**config.mk**
```make
export PLATFORM = sky130hd
export DESIGN_NAME = led_strip_effect_generator
export DESIGN_NICKNAME = d
export VERILOG_FILES = /design/src/rtl/core/lseg_pkg.sv /design/src/rtl/core/lseg_ram.sv /design/src/rtl/core/lseg_div.sv /design/src/rtl/core/lseg_pixel.sv /design/src/rtl/core/led_strip_effect_generator.sv
export SDC_FILE = /design/constraint.sdc
export NUM_CORES = 1
export LEC_CHECK = 0
export BUFFER_PORTS_ARGS = -buffer_cell sky130_fd_sc_hd__clkbuf_2
export CAP_MARGIN = 0
export CORE_MARGIN = 2
export CORE_UTILIZATION = 60
export DETAILED_ROUTE_END_ITERATION = 10
export PLACE_DENSITY = 0.77
export SLEW_MARGIN = 0
export SYNTH_ARGS = -nofsm -noshare
export SYNTH_HDL_FRONTEND = slang
export SYNTH_SLANG_ARGS = --single-unit
```
**constraint.sdc**
```tcl
create_clock -name clk -period 11.97 [get_ports clk]
set_input_delay 1.197 -clock clk [delete_from_list [all_inputs] [get_ports clk]]
set_output_delay 1.197 -clock clk [all_outputs]
set_load 0.1 [all_outputs]
```
**src/rtl/core/lseg_pkg.sv**
```systemverilog
`timescale 1ns / 1ps
`default_nettype none

package lseg_pkg;

    localparam int NUM_PIXELS = 16;
    localparam int IDX_W      = (NUM_PIXELS > 1) ? $clog2(NUM_PIXELS) : 1;

    localparam logic [IDX_W-1:0] LAST_PIX     = IDX_W'(NUM_PIXELS - 1);
    localparam logic [6:0]       NUM_PIXELS_7 = 7'(NUM_PIXELS);

    localparam logic [2:0] MODE_WIPE    = 3'd0;
    localparam logic [2:0] MODE_RAINBOW = 3'd1;
    localparam logic [2:0] MODE_CYCLE   = 3'd2;
    localparam logic [2:0] MODE_CHASE   = 3'd3;
    localparam logic [2:0] MODE_THEATER = 3'd4;

    localparam logic [2:0] REG_EFFECT_MODE = 3'd0;
    localparam logic [2:0] REG_FILL_COLOR  = 3'd1;
    localparam logic [2:0] REG_FRAME_WAIT  = 3'd2;
    localparam logic [2:0] REG_RANGE_START = 3'd3;
    localparam logic [2:0] REG_RANGE_STOP  = 3'd4;
    localparam logic [2:0] REG_WHOLE_STRIP = 3'd5;

    localparam logic [10:0] FRAMES_RAINBOW = 11'd256;
    localparam logic [10:0] FRAMES_CYCLE   = 11'd1280;
    localparam logic [10:0] FRAMES_CHASE   = 11'd30;
    localparam logic [10:0] FRAMES_THEATER = 11'd768;

    localparam logic [7:0] WHEEL_SEG1 = 8'd85;
    localparam logic [7:0] WHEEL_SEG2 = 8'd170;
    localparam logic [8:0] WHEEL_MOD  = 9'd255;

    localparam int DIV_DVD_W = 14;
    localparam int DIV_CNT_W = 4;

    typedef struct packed {
        logic [2:0]  mode;
        logic [23:0] fill;
        logic [5:0]  lo;
        logic [6:0]  hi;
        logic [10:0] frame;
        logic [7:0]  j;
        logic [1:0]  q;
        logic [6:0]  base;
    } lseg_ctx_t;

    function automatic logic [23:0] lseg_wheel(input logic [7:0] pos);
        logic [7:0]  t;
        logic [9:0]  t10;
        logic [7:0]  t3;
        logic [23:0] res;
        if (pos < WHEEL_SEG1)
        begin
            t = pos;
        end
        else if (pos < WHEEL_SEG2)
        begin
            t = pos - WHEEL_SEG1;
        end
        else
        begin
            t = pos - WHEEL_SEG2;
        end
        t10 = {2'b00, t} + {1'b0, t, 1'b0};
        t3  = t10[7:0];
        if (pos < WHEEL_SEG1)
        begin
            res = {t3, ~t3, 8'h00};
        end
        else if (pos < WHEEL_SEG2)
        begin
            res = {~t3, 8'h00, t3};
        end
        else
        begin
            res = {8'h00, t3, ~t3};
        end
        return res;
    endfunction

endpackage

`default_nettype wire

```
**src/rtl/core/lseg_ram.sv**
```systemverilog
`timescale 1ns / 1ps
`default_nettype none

module lseg_ram #(
    parameter int WIDTH = 24,
    parameter int DEPTH = 16
) (
    input  wire logic                                   clk,
    input  wire logic                                   we,
    input  wire logic [((DEPTH > 1) ? $clog2(DEPTH) : 1)-1:0] waddr,
    input  wire logic [WIDTH-1:0]                       wdata,
    input  wire logic                                   re,
    input  wire logic [((DEPTH > 1) ? $clog2(DEPTH) : 1)-1:0] raddr,
    output logic      [WIDTH-1:0]                       rdata
);

    logic [WIDTH-1:0] mem [DEPTH];
    logic [WIDTH-1:0] rdata_reg;

    always_ff @(posedge clk)
    begin
        if (we)
        begin
            mem[waddr] <= wdata;
        end
        if (re)
        begin
            rdata_reg <= mem[raddr];
        end
    end

    assign rdata = rdata_reg;

endmodule

`default_nettype wire

```
**src/rtl/core/lseg_div.sv**
```systemverilog
`timescale 1ns / 1ps
`default_nettype none

module lseg_div
    import lseg_pkg::*;
(
    input  wire logic                 clk,
    input  wire logic                 rst_n,
    input  wire logic                 start,
    input  wire logic [DIV_DVD_W-1:0] dividend,
    input  wire logic [7:0]           divisor,
    output logic                      busy,
    output logic      [7:0]           quotient
);

    logic                 busy_reg, busy_next;
    logic [DIV_CNT_W-1:0] cnt_reg, cnt_next;
    logic [DIV_DVD_W-1:0] dvd_reg, dvd_next;
    logic [7:0]           rem_reg, rem_next;
    logic [7:0]           dsr_reg, dsr_next;
    logic [7:0]           quo_reg, quo_next;
    logic [8:0]           trial;
    logic                 fits;

    always_comb
    begin
        trial     = {rem_reg, dvd_reg[DIV_DVD_W-1]};
        fits      = trial >= {1'b0, dsr_reg};
        busy_next = busy_reg;
        cnt_next  = cnt_reg;
        dvd_next  = dvd_reg;
        rem_next  = rem_reg;
        dsr_next  = dsr_reg;
        quo_next  = quo_reg;
        if (start)
        begin
            busy_next = 1'b1;
            cnt_next  = DIV_CNT_W'(DIV_DVD_W);
            dvd_next  = dividend;
            rem_next  = 8'h00;
            dsr_next  = divisor;
            quo_next  = 8'h00;
        end
        else if (busy_reg)
        begin
            rem_next = fits ? 8'(trial - {1'b0, dsr_reg}) : trial[7:0];
            dvd_next = {dvd_reg[DIV_DVD_W-2:0], 1'b0};
            quo_next = {quo_reg[6:0], fits};
            cnt_next = cnt_reg - DIV_CNT_W'(1);
            if (cnt_reg == DIV_CNT_W'(1))
            begin
                busy_next = 1'b0;
            end
        end
    end

    always_ff @(posedge clk or negedge rst_n)
    begin
        if (!rst_n)
        begin
            busy_reg <= 1'b0;
            cnt_reg  <= '0;
        end
        else
        begin
            busy_reg <= busy_next;
            cnt_reg  <= cnt_next;
        end
    end

    always_ff @(posedge clk)
    begin
        dvd_reg <= dvd_next;
        rem_reg <= rem_next;
        dsr_reg <= dsr_next;
        quo_reg <= quo_next;
    end

    assign busy     = busy_reg;
    assign quotient = quo_reg;

endmodule

`default_nettype wire

```
**src/rtl/core/lseg_pixel.sv**
```systemverilog
`timescale 1ns / 1ps
`default_nettype none

module lseg_pixel
    import lseg_pkg::*;
(
    input  wire lseg_ctx_t   ctx,
    input  wire logic [5:0]  pix,
    input  wire logic [1:0]  phase,
    input  wire logic [7:0]  cycle_pos,
    input  wire logic [23:0] old_color,
    output logic      [23:0] emit_color,
    output logic      [23:0] store_color
);

    logic [6:0]  p7;
    logic [11:0] wipe_pos;
    logic        in_range;
    logic        theater_hit;
    logic [6:0]  chase_i;
    logic [8:0]  chase_sum;
    logic [8:0]  chase_pos;
    logic        drawn;
    logic        theater;
    logic [23:0] color;

    always_comb
    begin
        p7          = {1'b0, pix};
        wipe_pos    = {6'b0, ctx.lo} + {1'b0, ctx.frame};
        in_range    = (p7 >= {1'b0, ctx.lo}) && (p7 < ctx.hi);
        theater_hit = (p7 >= ctx.base)
                    && ({1'b0, p7} < ({1'b0, ctx.hi} + {6'b0, ctx.q}))
                    && (phase == 2'd0);
        chase_i     = p7 - {5'b0, ctx.q};
        chase_sum   = {2'b0, chase_i} + {1'b0, ctx.j};
        chase_pos   = (chase_sum >= WHEEL_MOD) ? chase_sum - WHEEL_MOD : chase_sum;
        theater     = 1'b0;
        unique case (ctx.mode)
            MODE_WIPE:
            begin
                drawn = ({6'b0, pix} == wipe_pos);
                color = ctx.fill;
            end
            MODE_RAINBOW:
            begin
                drawn = in_range;
                color = lseg_wheel({2'b0, pix} + ctx.frame[7:0]);
            end
            MODE_CYCLE:
            begin
                drawn = in_range;
                color = lseg_wheel(cycle_pos + ctx.frame[7:0]);
            end
            MODE_CHASE:
            begin
                drawn   = theater_hit;
                theater = 1'b1;
                color   = ctx.fill;
            end
            MODE_THEATER:
            begin
                drawn   = theater_hit;
                theater = 1'b1;
                color   = lseg_wheel(chase_pos[7:0]);
            end
            default:
            begin
                drawn = 1'b0;
                color = ctx.fill;
            end
        endcase
        emit_color  = drawn ? color : old_color;
        store_color = drawn ? (theater ? 24'h000000 : color) : old_color;
    end

endmodule

`default_nettype wire

```
**src/rtl/core/led_strip_effect_generator.sv**
```systemverilog
`timescale 1ns / 1ps
`default_nettype none

// channel  | handshake               | payload
// ---------+-------------------------+--------------------------------------------
// in       | in_valid / in_ready     | restart
// out      | out_valid / out_ready   | pixel_index, pixel_color, last_of_frame,
//          |                         | effect_done
// cfg      | cfg_valid / cfg_ready   | cfg_index (3), cfg_data (24)
//
// A tick that emits nothing stays in the accept step. A tick that draws a frame
// goes through the accept step, the SETUP and BASE steps, then a read and an
// emit of the pixel store RAM per pixel (read, the 14-step divider, emit per
// pixel in rainbow cycle mode). Reset clears the counters and the per-pixel
// valid bits and sets the config registers to their defaults; the store reads
// as zero until written. A stalled output holds the emit step.

module led_strip_effect_generator
    import lseg_pkg::*;
(
    input  wire logic        clk,
    input  wire logic        rst_n,
    input  wire logic        in_valid,
    output logic             in_ready,
    input  wire logic        restart,
    output logic             out_valid,
    input  wire logic        out_ready,
    output logic      [5:0]  pixel_index,
    output logic      [23:0] pixel_color,
    output logic             last_of_frame,
    output logic             effect_done,
    input  wire logic        cfg_valid,
    output logic             cfg_ready,
    input  wire logic [2:0]  cfg_index,
    input  wire logic [23:0] cfg_data
);

    localparam logic [2:0] ST_IDLE  = 3'd0;
    localparam logic [2:0] ST_SETUP = 3'd1;
    localparam logic [2:0] ST_BASE  = 3'd2;
    localparam logic [2:0] ST_READ  = 3'd3;
    localparam logic [2:0] ST_DIV   = 3'd4;
    localparam logic [2:0] ST_EMIT  = 3'd5;

    localparam logic [9:0] RECIP3_11 = 10'd683;
    localparam logic [5:0] RECIP3_7  = 6'd43;

    logic [2:0]            state_reg, state_next;
    logic [2:0]            mode_reg;
    logic [23:0]           fill_reg;
    logic [7:0]            wait_cfg_reg;
    logic [5:0]            start_reg;
    logic [6:0]            stop_reg;
    logic                  whole_reg;
    logic [10:0]           frame_reg, frame_next;
    logic [7:0]            wait_reg, wait_next;
    logic                  finished_reg, finished_next;
    logic                  done_reg, done_next;
    logic [IDX_W-1:0]      pix_reg, pix_next;
    logic [1:0]            phase_reg, phase_next;
    logic [7:0]            j_reg, j_next;
    logic [1:0]            q_reg, q_next;
    logic [6:0]            base_reg, base_next;
    logic                  out_valid_reg, out_valid_next;
    logic [NUM_PIXELS-1:0] valid_reg, valid_next;
    logic [5:0]            out_index_reg;
    logic [23:0]           out_color_reg;
    logic                  out_last_reg;
    logic                  out_done_reg;

    logic [5:0]  lo;
    logic [6:0]  hi;
    logic [10:0] total;
    logic [10:0] f_eff;
    logic [20:0] f_prod;
    logic [9:0]  f_third;
    logic [11:0] f_three;
    logic [6:0]  base_sum;
    logic [12:0] base_prod;
    logic [5:0]  base_third;
    logic [7:0]  base_three;
    logic [7:0]  base_rem;
    logic [5:0]  pix6;
    logic [7:0]  divisor;
    logic        emit_load;
    logic        ram_we;
    logic        ram_re;
    logic        div_start;
    logic        div_busy;
    logic [7:0]  div_quo;
    logic [23:0] ram_rdata;
    logic [23:0] old_color;
    logic [23:0] emit_color;
    logic [23:0] store_color;
    lseg_ctx_t   ctx;

    assign lo   = whole_reg ? 6'd0 : start_reg;
    assign hi   = whole_reg ? NUM_PIXELS_7 : stop_reg;
    assign pix6 = 6'(pix_reg);

    always_comb
    begin
        unique case (mode_reg)
            MODE_WIPE:    total = (hi > {1'b0, lo}) ? 11'(hi - {1'b0, lo}) : 11'd0;
            MODE_RAINBOW: total = FRAMES_RAINBOW;
            MODE_CYCLE:   total = FRAMES_CYCLE;
            MODE_CHASE:   total = FRAMES_CHASE;
            MODE_THEATER: total = FRAMES_THEATER;
            default:      total = 11'd0;
        endcase
    end

    assign divisor = whole_reg ? 8'(NUM_PIXELS)
                               : 8'({1'b0, hi} - {2'b0, lo} + 8'd1);

    assign f_eff      = restart ? 11'd0 : frame_reg;
    assign f_prod     = 21'(frame_reg) * 21'(RECIP3_11);
    assign f_third    = f_prod[20:11];
    assign f_three    = {2'b0, f_third} + {1'b0, f_third, 1'b0};
    assign base_sum   = {1'b0, lo} + {5'b0, q_reg};
    assign base_prod  = 13'(base_sum) * 13'(RECIP3_7);
    assign base_third = base_prod[12:7];
    assign base_three = {2'b0, base_third} + {1'b0, base_third, 1'b0};
    assign base_rem   = {1'b0, base_sum} - base_three;

    assign old_color = valid_reg[pix_reg] ? ram_rdata : 24'h000000;

    assign ctx.mode  = mode_reg;
    assign ctx.fill  = fill_reg;
    assign ctx.lo    = lo;
    assign ctx.hi    = hi;
    assign ctx.frame = frame_reg;
    assign ctx.j     = j_reg;
    assign ctx.q     = q_reg;
    assign ctx.base  = base_reg;

    always_comb
    begin
        state_next     = state_reg;
        frame_next     = frame_reg;
        wait_next      = wait_reg;
        finished_next  = finished_reg;
        done_next      = done_reg;
        pix_next       = pix_reg;
        phase_next     = phase_reg;
        j_next         = j_reg;
        q_next         = q_reg;
        base_next      = base_reg;
        valid_next     = valid_reg;
        out_valid_next = out_valid_reg;
        emit_load      = 1'b0;
        ram_we         = 1'b0;
        ram_re         = 1'b0;
        div_start      = 1'b0;
        if (out_valid_reg && out_ready)
        begin
            out_valid_next = 1'b0;
        end
        unique case (state_reg)
            ST_IDLE:
            begin
                if (in_valid)
                begin
                    if (restart)
                    begin
                        frame_next    = 11'd0;
                        wait_next     = 8'd0;
                        finished_next = 1'b0;
                    end
                    priority if (!restart && finished_reg)
                    begin
                        finished_next = 1'b1;
                    end
                    else if (!restart && (wait_reg != 8'd0))
                    begin
                        wait_next = wait_reg - 8'd1;
                    end
                    else if (f_eff >= total)
                    begin
                        finished_next = 1'b1;
                    end
                    else
                    begin
                        done_next  = ({1'b0, f_eff} + 12'd1) >= {1'b0, total};
                        state_next = ST_SETUP;
                    end
                end
            end
            ST_SETUP:
            begin
                j_next     = f_third[7:0];
                q_next     = 2'(frame_reg - f_three[10:0]);
                state_next = ST_BASE;
            end
            ST_BASE:
            begin
                base_next  = base_sum;
                phase_next = (base_rem[1:0] == 2'd0) ? 2'd0 : 2'(2'd3 - base_rem[1:0]);
                pix_next   = '0;
                state_next = ST_READ;
            end
            ST_READ:
            begin
                ram_re = 1'b1;
                if (mode_reg == MODE_CYCLE)
                begin
                    div_start  = 1'b1;
                    state_next = ST_DIV;
                end
                else
                begin
                    state_next = ST_EMIT;
                end
            end
            ST_DIV:
            begin
                if (!div_busy)
                begin
                    state_next = ST_EMIT;
                end
            end
            ST_EMIT:
            begin
                if (!out_valid_reg || out_ready)
                begin
                    emit_load           = 1'b1;
                    out_valid_next      = 1'b1;
                    ram_we              = 1'b1;
                    valid_next[pix_reg] = 1'b1;
                    phase_next          = (phase_reg == 2'd2) ? 2'd0 : phase_reg + 2'd1;
                    if (pix_reg == LAST_PIX)
                    begin
                        frame_next    = frame_reg + 11'd1;
                        wait_next     = wait_cfg_reg;
                        finished_next = done_reg;
                        state_next    = ST_IDLE;
                    end
                    else
                    begin
                        pix_next   = pix_reg + IDX_W'(1);
                        state_next = ST_READ;
                    end
                end
            end
            default:
            begin
                state_next = ST_IDLE;
            end
        endcase
    end

    always_ff @(posedge clk or negedge rst_n)
    begin
        if (!rst_n)
        begin
            state_reg     <= ST_IDLE;
            mode_reg      <= MODE_WIPE;
            fill_reg      <= 24'h000000;
            wait_cfg_reg  <= 8'd0;
            start_reg     <= 6'd0;
            stop_reg      <= 7'd16;
            whole_reg     <= 1'b1;
            frame_reg     <= 11'd0;
            wait_reg      <= 8'd0;
            finished_reg  <= 1'b0;
            done_reg      <= 1'b0;
            pix_reg       <= '0;
            phase_reg     <= 2'd0;
            out_valid_reg <= 1'b0;
            valid_reg     <= '0;
        end
        else
        begin
            state_reg     <= state_next;
            frame_reg     <= frame_next;
            wait_reg      <= wait_next;
            finished_reg  <= finished_next;
            done_reg      <= done_next;
            pix_reg       <= pix_next;
            phase_reg     <= phase_next;
            out_valid_reg <= out_valid_next;
            valid_reg     <= valid_next;
            if (cfg_valid)
            begin
                unique case (cfg_index)
                    REG_EFFECT_MODE: mode_reg     <= cfg_data[2:0];
                    REG_FILL_COLOR:  fill_reg     <= cfg_data;
                    REG_FRAME_WAIT:  wait_cfg_reg <= cfg_data[7:0];
                    REG_RANGE_START: start_reg    <= cfg_data[5:0];
                    REG_RANGE_STOP:  stop_reg     <= cfg_data[6:0];
                    REG_WHOLE_STRIP: whole_reg    <= cfg_data[0];
                    default:         ;
                endcase
            end
        end
    end

    always_ff @(posedge clk)
    begin
        j_reg    <= j_next;
        q_reg    <= q_next;
        base_reg <= base_next;
        if (emit_load)
        begin
            out_index_reg <= pix6;
            out_color_reg <= emit_color;
            out_last_reg  <= (pix_reg == LAST_PIX);
            out_done_reg  <= done_reg;
        end
    end

    lseg_ram #(
        .WIDTH (24),
        .DEPTH (NUM_PIXELS)
    ) u_store (
        .clk   (clk),
        .we    (ram_we),
        .waddr (pix_reg),
        .wdata (store_color),
        .re    (ram_re),
        .raddr (pix_reg),
        .rdata (ram_rdata)
    );

    lseg_div u_div (
        .clk      (clk),
        .rst_n    (rst_n),
        .start    (div_start),
        .dividend ({pix6, 8'h00}),
        .divisor  (divisor),
        .busy     (div_busy),
        .quotient (div_quo)
    );

    lseg_pixel u_pixel (
        .ctx         (ctx),
        .pix         (pix6),
        .phase       (phase_reg),
        .cycle_pos   (div_quo),
        .old_color   (old_color),
        .emit_color  (emit_color),
        .store_color (store_color)
    );

    assign in_ready      = (state_reg == ST_IDLE);
    assign cfg_ready     = 1'b1;
    assign out_valid     = out_valid_reg;
    assign pixel_index   = out_index_reg;
    assign pixel_color   = out_color_reg;
    assign last_of_frame = out_last_reg;
    assign effect_done   = out_done_reg;

endmodule

`default_nettype wire

```
==> results of run 1 <==
cell type report:
class | count | area (um^2) | share of cell area (%)
Clock buffer | 67 | 1530 | 4.29
Clock inverter | 41 | 423 | 1.19
Timing Repair Buffer | 113 | 691 | 1.94
Multi-Input combinational cell | 1639 | 14500 | 40.7
Sequential cell | 586 | 16900 | 47.6
Tap cell | 696 | 871 | 2.45
Inverter | 176 | 666 | 1.87
through the flow:
step / utilization (%) / setup slack (ns)
finish: 66.4 / 2.10
detailed placement: 62.7 / 2.32
global placement: 62.7 / 2.59
global route: 66.4 / 1.54
floorplan: - / 4.02
CTS: 66.4 / 2.22
kinds of logic (layout without fill, tap and decap cells):
family | after synthesis | in the layout | synth area share, %
muxes | 208 | 208 | 11.5
other | 2 | 3 | 0.0232
adders and majority gates | 283 | 283 | 12.0
DFF | 586 | 586 | 52.2
xor gates and xnor gates | 106 | 106 | 2.89
AOI/OAI and AO/OA | 471 | 471 | 9.74
and+or+nand+nor | 568 | 568 | 8.48
buffers and inverters | 266 | 397 | 3.21
cells in the mapped netlist (7+ instances only):
| cell | count |
|---|---|
| a211oi_1 | 28 |
| a21o_1 | 34 |
| a21oi_1 | 118 |
| a221o_1 | 7 |
| a22o_1 | 10 |
| a31oi_1 | 11 |
| and2_1 | 25 |
| and3_1 | 9 |
| buf_1 | 15 |
| clkbuf_1 | 64 |
| dfrtp_1 | 99 |
| dfxtp_1 | 18 |
| edfxtp_1 | 467 |
| fa_1 | 47 |
| ha_1 | 235 |
| inv_1 | 175 |
| mux2_2 | 53 |
| mux2i_1 | 30 |
| mux4_2 | 125 |
| nand2_1 | 148 |
| nand2b_1 | 31 |
| nand3_1 | 45 |
| nand4_1 | 12 |
| nor2_1 | 169 |
| nor2b_1 | 23 |
| nor3_1 | 23 |
| nor4_1 | 10 |
| o211ai_1 | 17 |
| o21a_1 | 12 |
| o21ai_0 | 115 |
| o21ai_1 | 7 |
| o21bai_1 | 10 |
| o31ai_1 | 15 |
| or2_2 | 24 |
| or3_1 | 14 |
| xnor2_1 | 79 |
| xor2_1 | 26 |
worst max path at each step:
stage / start / endpoint / depth (start not counted)
global route: pix_reg[0] / u_store.mem[3][22] / 27
floorplan: pix_reg[0] / u_store.mem[0][22] / 32
CTS: pix_reg[0] / u_store.mem[3][22] / 27
detailed placement: pix_reg[0] / u_store.mem[11][22] / 27
finish: pix_reg[0] / u_store.mem[3][22] / 28
global placement: pix_reg[0] / u_store.mem[5][22] / 27
metal layers:
metal	up-vias	track usage, %	wire, um
li1	9477	-	-
met1	10800	41.6	34500
met2	1103	52.7	42800
met3	244	4.40	6130
met4	2	14.5	4140
met5	-	0	16
worst max-delay path, delay by kind of cell (launching register included):
kind                     cells  cell delay, ns
AO/OA/AOI/OAI               12            3.85
multiplexers                 1            0.36
buffers and inverters        3            0.65
flip-flops                   1            0.64
AND/OR/NAND/NOR              4            1.25
XOR/XNOR                     3            1.14
adder cells (fa/ha/maj)      5            1.54
==> metrics.txt, run 1 <==
most frequent CP cell=ha_1; critical setup path kind=reg -> reg; Clock Sinks=around 590; fraction of registers with async set/reset=17.2%; Synth Instances=around 2500; Die Span Y=around 240 um; CTS resizes=0; GPL Wtd Cong=just over 0.9; max FFs per register=~380; CTS buffer count=60; GR Util All Layers=a little under a third; fill cell count=3707; crit path DAT=10.10 ns; chip width=236 um; post-synth top area cell=edfxtp_1; Rel. slew slack=approximately an eighth; Vias=21700; top cell type's share of synthesized area=a little over two fifths; I/O Buffers=64; max incr delay on CP=a little over 0.9 ns; Ys Warns=0; total I/O pin count=68; Ant. Diodes=0; RSZ-0062 raised after global routing=no; R2R Path Start=pix_reg[0]; RR Endpoint=u_store.mem[3][22]; # hold bufs at CTS=0; type of origin of the critical path=register; GRT Residual Overflow=0; Seq cells post-synth=586; CTS HTree Levels=2; slowest cell on the critical path=a21oi_1; crit-path max FO=21; Reg with most FFs=u_store.mem; Post-Route Setup TNS=0 ns; Clock Tree Root=clkbuf_16; die area=~56000 um^2; vias in the first global route=21900; Netlist cell types=97; initial core utilization=60.4%; per-cell routed wire length=roughly 26 um; commonest cells after routing, fill and taps aside=467 x edfxtp_1, 235 x ha_1, 175 x inv_1, 168 x nor2_1, 148 x nand2_1; CTS tree=built; Design Area, Final=between 30000 and 40000 um^2; CP required=between 10 and 15 ns; layout cell share with drive strength beyond 1=approximately 17%; vias per inst=approximately 6.5; DRC=0; most common cell after layout, fill and taps aside=edfxtp_1; Post-DP HPWL=~56 mm; Synth area leaders=edfxtp_1 43%, ha_1 9.1%, mux4_2 8.7%; final setup fails=0; Post-synth EDFFs=around 470; Final Hold Fails=0; cell row count=85; Max clock buf depth=3; max cap viols=0; Clock Latency Late Sink=0.67 ns; Worst-path clk slew=about 0.060 ns; first-pass GRT wire length=133 mm; post-synthesis sequential area ratio=a little over half; area of the core=53600 um^2; final hold slack=roughly 0.47 ns; Syn-to-layout area delta=9.81%; Post-Syn Area per Cell=roughly 13 um^2; status=finished, final reports clean; DRT antenna net count=0; fin cells=between 3000 and 4000; Max Freq=~100 MHz; WL final=approximately 88 mm; initial antenna violation count=1; Crit. End Element=register; Iter 0 DRT Violations=approximately 2200; main flop type after synthesis=edfxtp_1; setup bufs post-CTS=0; Reg2Reg Setup Slack=2.10 ns; Slew Viols, Final=0; layout net count=around 2900; reg2reg path depth=28; largest net degree at the start of global routing=73; HP Class=in -> async; clk_skew=between 0.08 and 0.09 ns; post-layout min period=~9.9 ns; DP Area=between 30000 and 40000 um^2; Synth Cell Area=around 32000 um^2; final worst path period share=between 80% and 90%; TritonRoute pass-1 iters=6; worst slew pin tran=1.30 ns; DP Cell Count=about 3200
Power of run 1 is not shown: default switching activity piles up to over one toggle a cycle in this logic, so the estimate is an artifact.
==> run 2, diff against run 1 <==
--- a/config.mk
+++ b/config.mk
@@ -8,9 +8,9 @@
 export BUFFER_PORTS_ARGS = -buffer_cell sky130_fd_sc_hd__clkbuf_2
 export CAP_MARGIN = 0
 export CORE_MARGIN = 2
-export CORE_UTILIZATION = 60
+export CORE_UTILIZATION = 58
 export DETAILED_ROUTE_END_ITERATION = 10
-export PLACE_DENSITY = 0.77
+export PLACE_DENSITY = 0.78
 export SLEW_MARGIN = 0
 export SYNTH_ARGS = -nofsm -noshare
 export SYNTH_HDL_FRONTEND = slang
==> constraint.sdc (replaced) <==
create_clock -name clk -period 7.9 [get_ports clk]
set_input_delay 0.79 -clock clk [delete_from_list [all_inputs] [get_ports clk]]
set_output_delay 0.79 -clock clk [all_outputs]
set_load 0.1 [all_outputs]
==> metrics.txt, run 2 (synthesis gave the netlist of run 1 again) <==
status=finished, final reports clean; DRT antenna net count=0 (unchanged); Iter 0 DRT Violations=2078 (-4.2%); crit-path max FO=16 (-24%); Syn-to-layout area delta=11.2%; first-pass GRT wire length=132 mm (-0.60%); Post-Route Setup TNS=0 ns (unchanged); Clock Latency Late Sink=0.67 ns (about the same); final worst path period share=95.9% (+14 points); largest net degree at the start of global routing=108 (+48%); cell row count=86 (+1.2%); pre-CTS WS=-0.168 ns (-2.48 ns); WL final=87.2 mm (-0.45%); min setup slack post-route=0.321 ns (-1.78 ns); GPL Wtd Cong=0.909 (-1.1%); initial core utilization=58.7% (-1.8 points); Clock Sinks=586 (unchanged); crit path DAT=7.98 ns (-2.12 ns); total I/O pin count=68 (unchanged); Worst-path clk slew=0.07 ns (about the same); Reg with most FFs=u_store.mem; fill cell count=3903 (+5.3%); chip width=240 um (+1.7%); GRT Residual Overflow=0 (unchanged); Die Span Y=240 um (+1.7%); max incr delay on CP=0.52 ns (-0.39 ns); vias per inst=6.34 (-2.9%); Ant. Diodes=0 (unchanged); met1 wire length=33.8 mm (-1.8%); per-cell routed wire length=25.6 um (-3.0%); I/O Buffers=64 (unchanged); top sig layer=met5; type of origin of the critical path=register; final setup fails=0 (unchanged); Vias=21600 (-0.30%); TritonRoute pass-1 iters=5 (-1); CTS buffer count=60 (unchanged); slowest cell on the critical path=fa_1; critical setup path kind=reg -> reg; Max Freq=132 MHz (+30%); Rel. slew slack=20.8% (+7.5 points); Slew Viols, Final=0 (unchanged); # hold bufs at CTS=0 (unchanged); most common cell after layout, fill and taps aside=edfxtp_1; initial antenna violation count=1 (unchanged); max cap viols=0 (unchanged); Final Hold Fails=0 (unchanged); CTS tree=built; Met3 Routed Length=6.70 mm (+9.2%); area of the core=55200 um^2 (+3.0%); commonest cells after routing, fill and taps aside=467 x edfxtp_1, 235 x ha_1, 174 x inv_1, 168 x nor2_1, 148 x nand2_1; worst slew pin tran=1.18 ns (-0.113 ns); HP Class=in -> async; vias in the first global route=21900 (+0.36%); post-layout min period=7.58 ns (-2.29 ns); met2 routed WL=42.8 mm (about the same); GR Util All Layers=30.8% (-0.86 points); CTS HTree Levels=2 (unchanged); Max clock buf depth=3 (unchanged); Crit. End Element=register; die area=57800 um^2 (+3.4%); clk_skew=0.0336 ns (-0.0542 ns); DRC=0 (unchanged); Post-DP HPWL=56.8 mm (+1.0%); layout cell share with drive strength beyond 1=18.7% (+1.3 points); CP required=8.30 ns (-3.91 ns); layout net count=2922 (+1.1%); Clock Tree Root=clkbuf_16; max FFs per register=384 (unchanged)
run 2: cell count changes in the layout (fill, tap and decap cells not counted), moves of 2 or more:
cell / delta
clkbuf_8: +4
clkinvlp_4: -3
buf_12: +2
a2111oi_4: +2
clkinv_1: -5
a2111oi_2: -2
buf_4: +28
clkbuf_1: +10
clkinv_2: +2
a21oi_1: -5
a21oi_2: +3
a21oi_4: +2
run 2: final timing paths:
path / start / to / slack, ns / cells past startpoint
hold reg to reg: valid_reg[15] / valid_reg[15] / 0.46 / 1
setup / recovery: pix_reg[0] / u_store.mem[11][22] / 0.32 / 31
hold / removal: rst_n / valid_reg[0] / 0.14 / 1
max in group asynchronous: rst_n / pix_reg[0] / 6.31 / 2
setup reg to reg: pix_reg[0] / u_store.mem[11][22] / 0.32 / 31
min in group clk: cfg_data[9] / fill_reg[9] / 0.36 / 2
run 2: timing repair:
action                     4_1_cts  5_1_grt
setup endpoints to repair       48       84
setup buffers                    0        3
resized for setup                3       14
pin swaps                        0        4
run 2: per-stage QoR:
step                std cells  utilization, %  instance area, um^2  hold WS [ns]
floorplan                2491               -                32400         0.434
CTS                      3403            65.1                35900         0.123
finish                   3406            65.3                36000         0.136
global placement         3290            61.5                33900         0.445
detailed placement       3290            61.5                33900         0.448
global route             3406            65.3                36000         0.172
run 2: per-layer routing:
metal	vias up	GRT usage [%]
met5	-	0
met4	2	13.7
met3	214	4.35
met2	983	51.5
met1	10900	40.2
li1	9557	-
run 2: area by class of cell:
class / count / area, um^2 / area share (%)
Clock buffer: 81 / 1620 / 4.50
Clock inverter: 32 / 370 / 1.03
Inverter: 176 / 666 / 1.85
Multi-Input combinational cell: 1639 / 14600 / 40.4
Sequential cell: 586 / 16900 / 47.0
Tap cell: 748 / 936 / 2.60
Timing Repair Buffer: 144 / 952 / 2.64
run 2: worst max-delay path, delay by kind of cell, from the launching register on:
kind / cells / cell delay [ns]
flops: 1 / 0.49
xor+xnor: 2 / 0.52
simple gates: 3 / 0.57
compound gates: 13 / 2.94
fa+ha+maj: 5 / 1.69
buf+inv: 5 / 0.65
mux: 3 / 0.45
Power of run 2 is left out for the same reason.
==> run 3, diff against run 2 <==
--- a/config.mk
+++ b/config.mk
@@ -10,7 +10,7 @@
 export CORE_MARGIN = 2
 export CORE_UTILIZATION = 58
 export DETAILED_ROUTE_END_ITERATION = 10
-export PLACE_DENSITY = 0.78
+export PLACE_DENSITY = 0.77
 export SLEW_MARGIN = 0
 export SYNTH_ARGS = -nofsm -noshare
 export SYNTH_HDL_FRONTEND = slang
==> metrics.txt, run 3 (synthesis gave the netlist of run 1 again) <==
status=finished, violations left; failing checks=DRC; max cap viols=0 (unchanged); final hold slack=0.190 ns (+0.0546 ns); per-cell routed wire length=25.5 um (-0.28%); Clock Latency Late Sink=0.66 ns (about the same); worst slew pin tran=1.15 ns (-0.0350 ns); GPL Wtd Cong=0.949 (+4.4%); Reg with most FFs=u_store.mem; most common cell after layout, fill and taps aside=edfxtp_1; CTS buffer count=59 (-1.7%); final setup fails=0 (unchanged); chip width=240 um (unchanged); final worst path period share=95.8% (-0.17 points); layout cell share with drive strength beyond 1=18.3% (-0.34 points); die area=57800 um^2 (unchanged); area of the core=55200 um^2 (unchanged); clk_skew=0.0313 ns (-0.00229 ns); Die Span Y=240 um (unchanged); DP Cell Count=3281 (-0.27%); DRT antenna net count=0 (unchanged); HP Class=in -> async; Crit. End Element=register; first-pass GRT wire length=131 mm (-0.63%); CTS HTree Levels=2 (unchanged); Iter 0 DRT Violations=2335 (+12%); critical setup path kind=reg -> reg; Final Core Density=65.1% (-0.16 points); layout net count=2913 (-0.31%); max FFs per register=384 (unchanged); type of origin of the critical path=register; Rel. slew slack=23.4% (+2.6 points); CP required=8.29 ns (about the same); Vias=21700 (+0.27%); worst setup path start=pix_reg[0]; slowest cell on the critical path=dfrtp_4; largest net degree at the start of global routing=69 (-36%); R2R Path Start=pix_reg[0]; area of the multi-input gates=14600 um^2 (about the same); fill cell count=3930 (+0.69%); Post-Route Setup TNS=0 ns (unchanged); max incr delay on CP=0.49 ns (-0.03 ns); CTS tree=built; TritonRoute pass-1 iters=8 (+3); crit-path max FO=16 (unchanged); Post-DP HPWL=56.0 mm (-1.3%); vias per inst=6.38 (+0.56%); Max clock buf depth=3 (unchanged); initial core utilization=58.7% (unchanged); initial antenna violation count=1 (unchanged); Seq. cell area=16900 um^2 (unchanged); GRT Residual Overflow=0 (unchanged); crit path DAT=7.95 ns (-0.03 ns); Ant. Diodes=0 (unchanged); WL final=86.7 mm (-0.57%); GR Util All Layers=30.6% (-0.16 points); Clock Sinks=586 (unchanged); cell row count=86 (unchanged); I/O Buffers=64 (unchanged); Worst-path clk slew=0.07 ns (about the same); DRC=1 (+1); commonest cells after routing, fill and taps aside=467 x edfxtp_1, 235 x ha_1, 173 x inv_1, 167 x nor2_1, 148 x nand2_1; vias in the first global route=22000 (+0.14%); Max Freq=132 MHz (+0.17%); RSZ-0062 raised after global routing=yes; total I/O pin count=68 (unchanged); Slew Viols, Final=0 (unchanged); fin cells=3396 (-0.29%); Syn-to-layout area delta=11.0%; Final Hold Fails=0 (unchanged); Clock Tree Root=clkbuf_16; post-layout min period=7.57 ns (-0.0132 ns)
run 3: cell types whose count changed in the layout (fill, tap and decap cells not counted), sizes merged:
cell	previous run	this run
clkinv	22	30
clkinvlp	2	3
inv	179	176
bufinv	5	6
clkbuf	144	135
buf	81	73
run 3: layout make-up:
class,instances,area share (%)
Tap cell,748,2.60
Clock inverter,39,1.12
Clock buffer,72,4.36
Multi-Input combinational cell,1639,40.5
Timing Repair Buffer,136,2.48
Inverter,176,1.85
Sequential cell,586,47.1
run 3: metrics by stage:
step                      setup WS [ns]  area [um^2]
after floorplan                   0.105        32400
after global placement            0.130        33800
after detailed placement         -0.210        33800
after CTS                        0.0103        35800
after global routing             -0.131        36000
final                             0.334        36000
run 3: final timing paths:
check / to / slack [ns] / depth (start not counted)
max: u_store.mem[4][22] / 0.33 / 32
min: valid_reg[4] / 0.19 / 1
max reg2reg: u_store.mem[4][22] / 0.33 / 32
min reg2reg: valid_reg[14] / 0.47 / 1
max in group asynchronous: pix_reg[1] / 6.34 / 2
min in group clk: fill_reg[9] / 0.39 / 2
run 3: worst max-delay path, delay by kind of cell, from the launching register on:
family                     cells  cell delay (ns)
xor gates and xnor gates       2             0.40
and+or+nand+nor                3             0.56
adders and majority gates      5             1.60
buffers and inverters          6             0.76
muxes                          3             0.38
AOI/OAI and AO/OA             13             3.09
DFF                            1             0.49
run 3: metal layers:
layer	track usage, %	vias up	share of wire [%]
met5	0	-	0.015
met4	14.5	2	4.6
met3	5.17	234	7.7
met2	50.9	1017	49
met1	39.5	10900	39
li1	-	9540	-
run 3: repair_timing:
action                     in CTS  in global routing
pin swaps                       0                  1
hold buffers                    0                  0
resized for setup               3                 14
buffers inserted                0                  4
setup endpoints to repair      40                101
Power of run 3 is left out for the same reason.
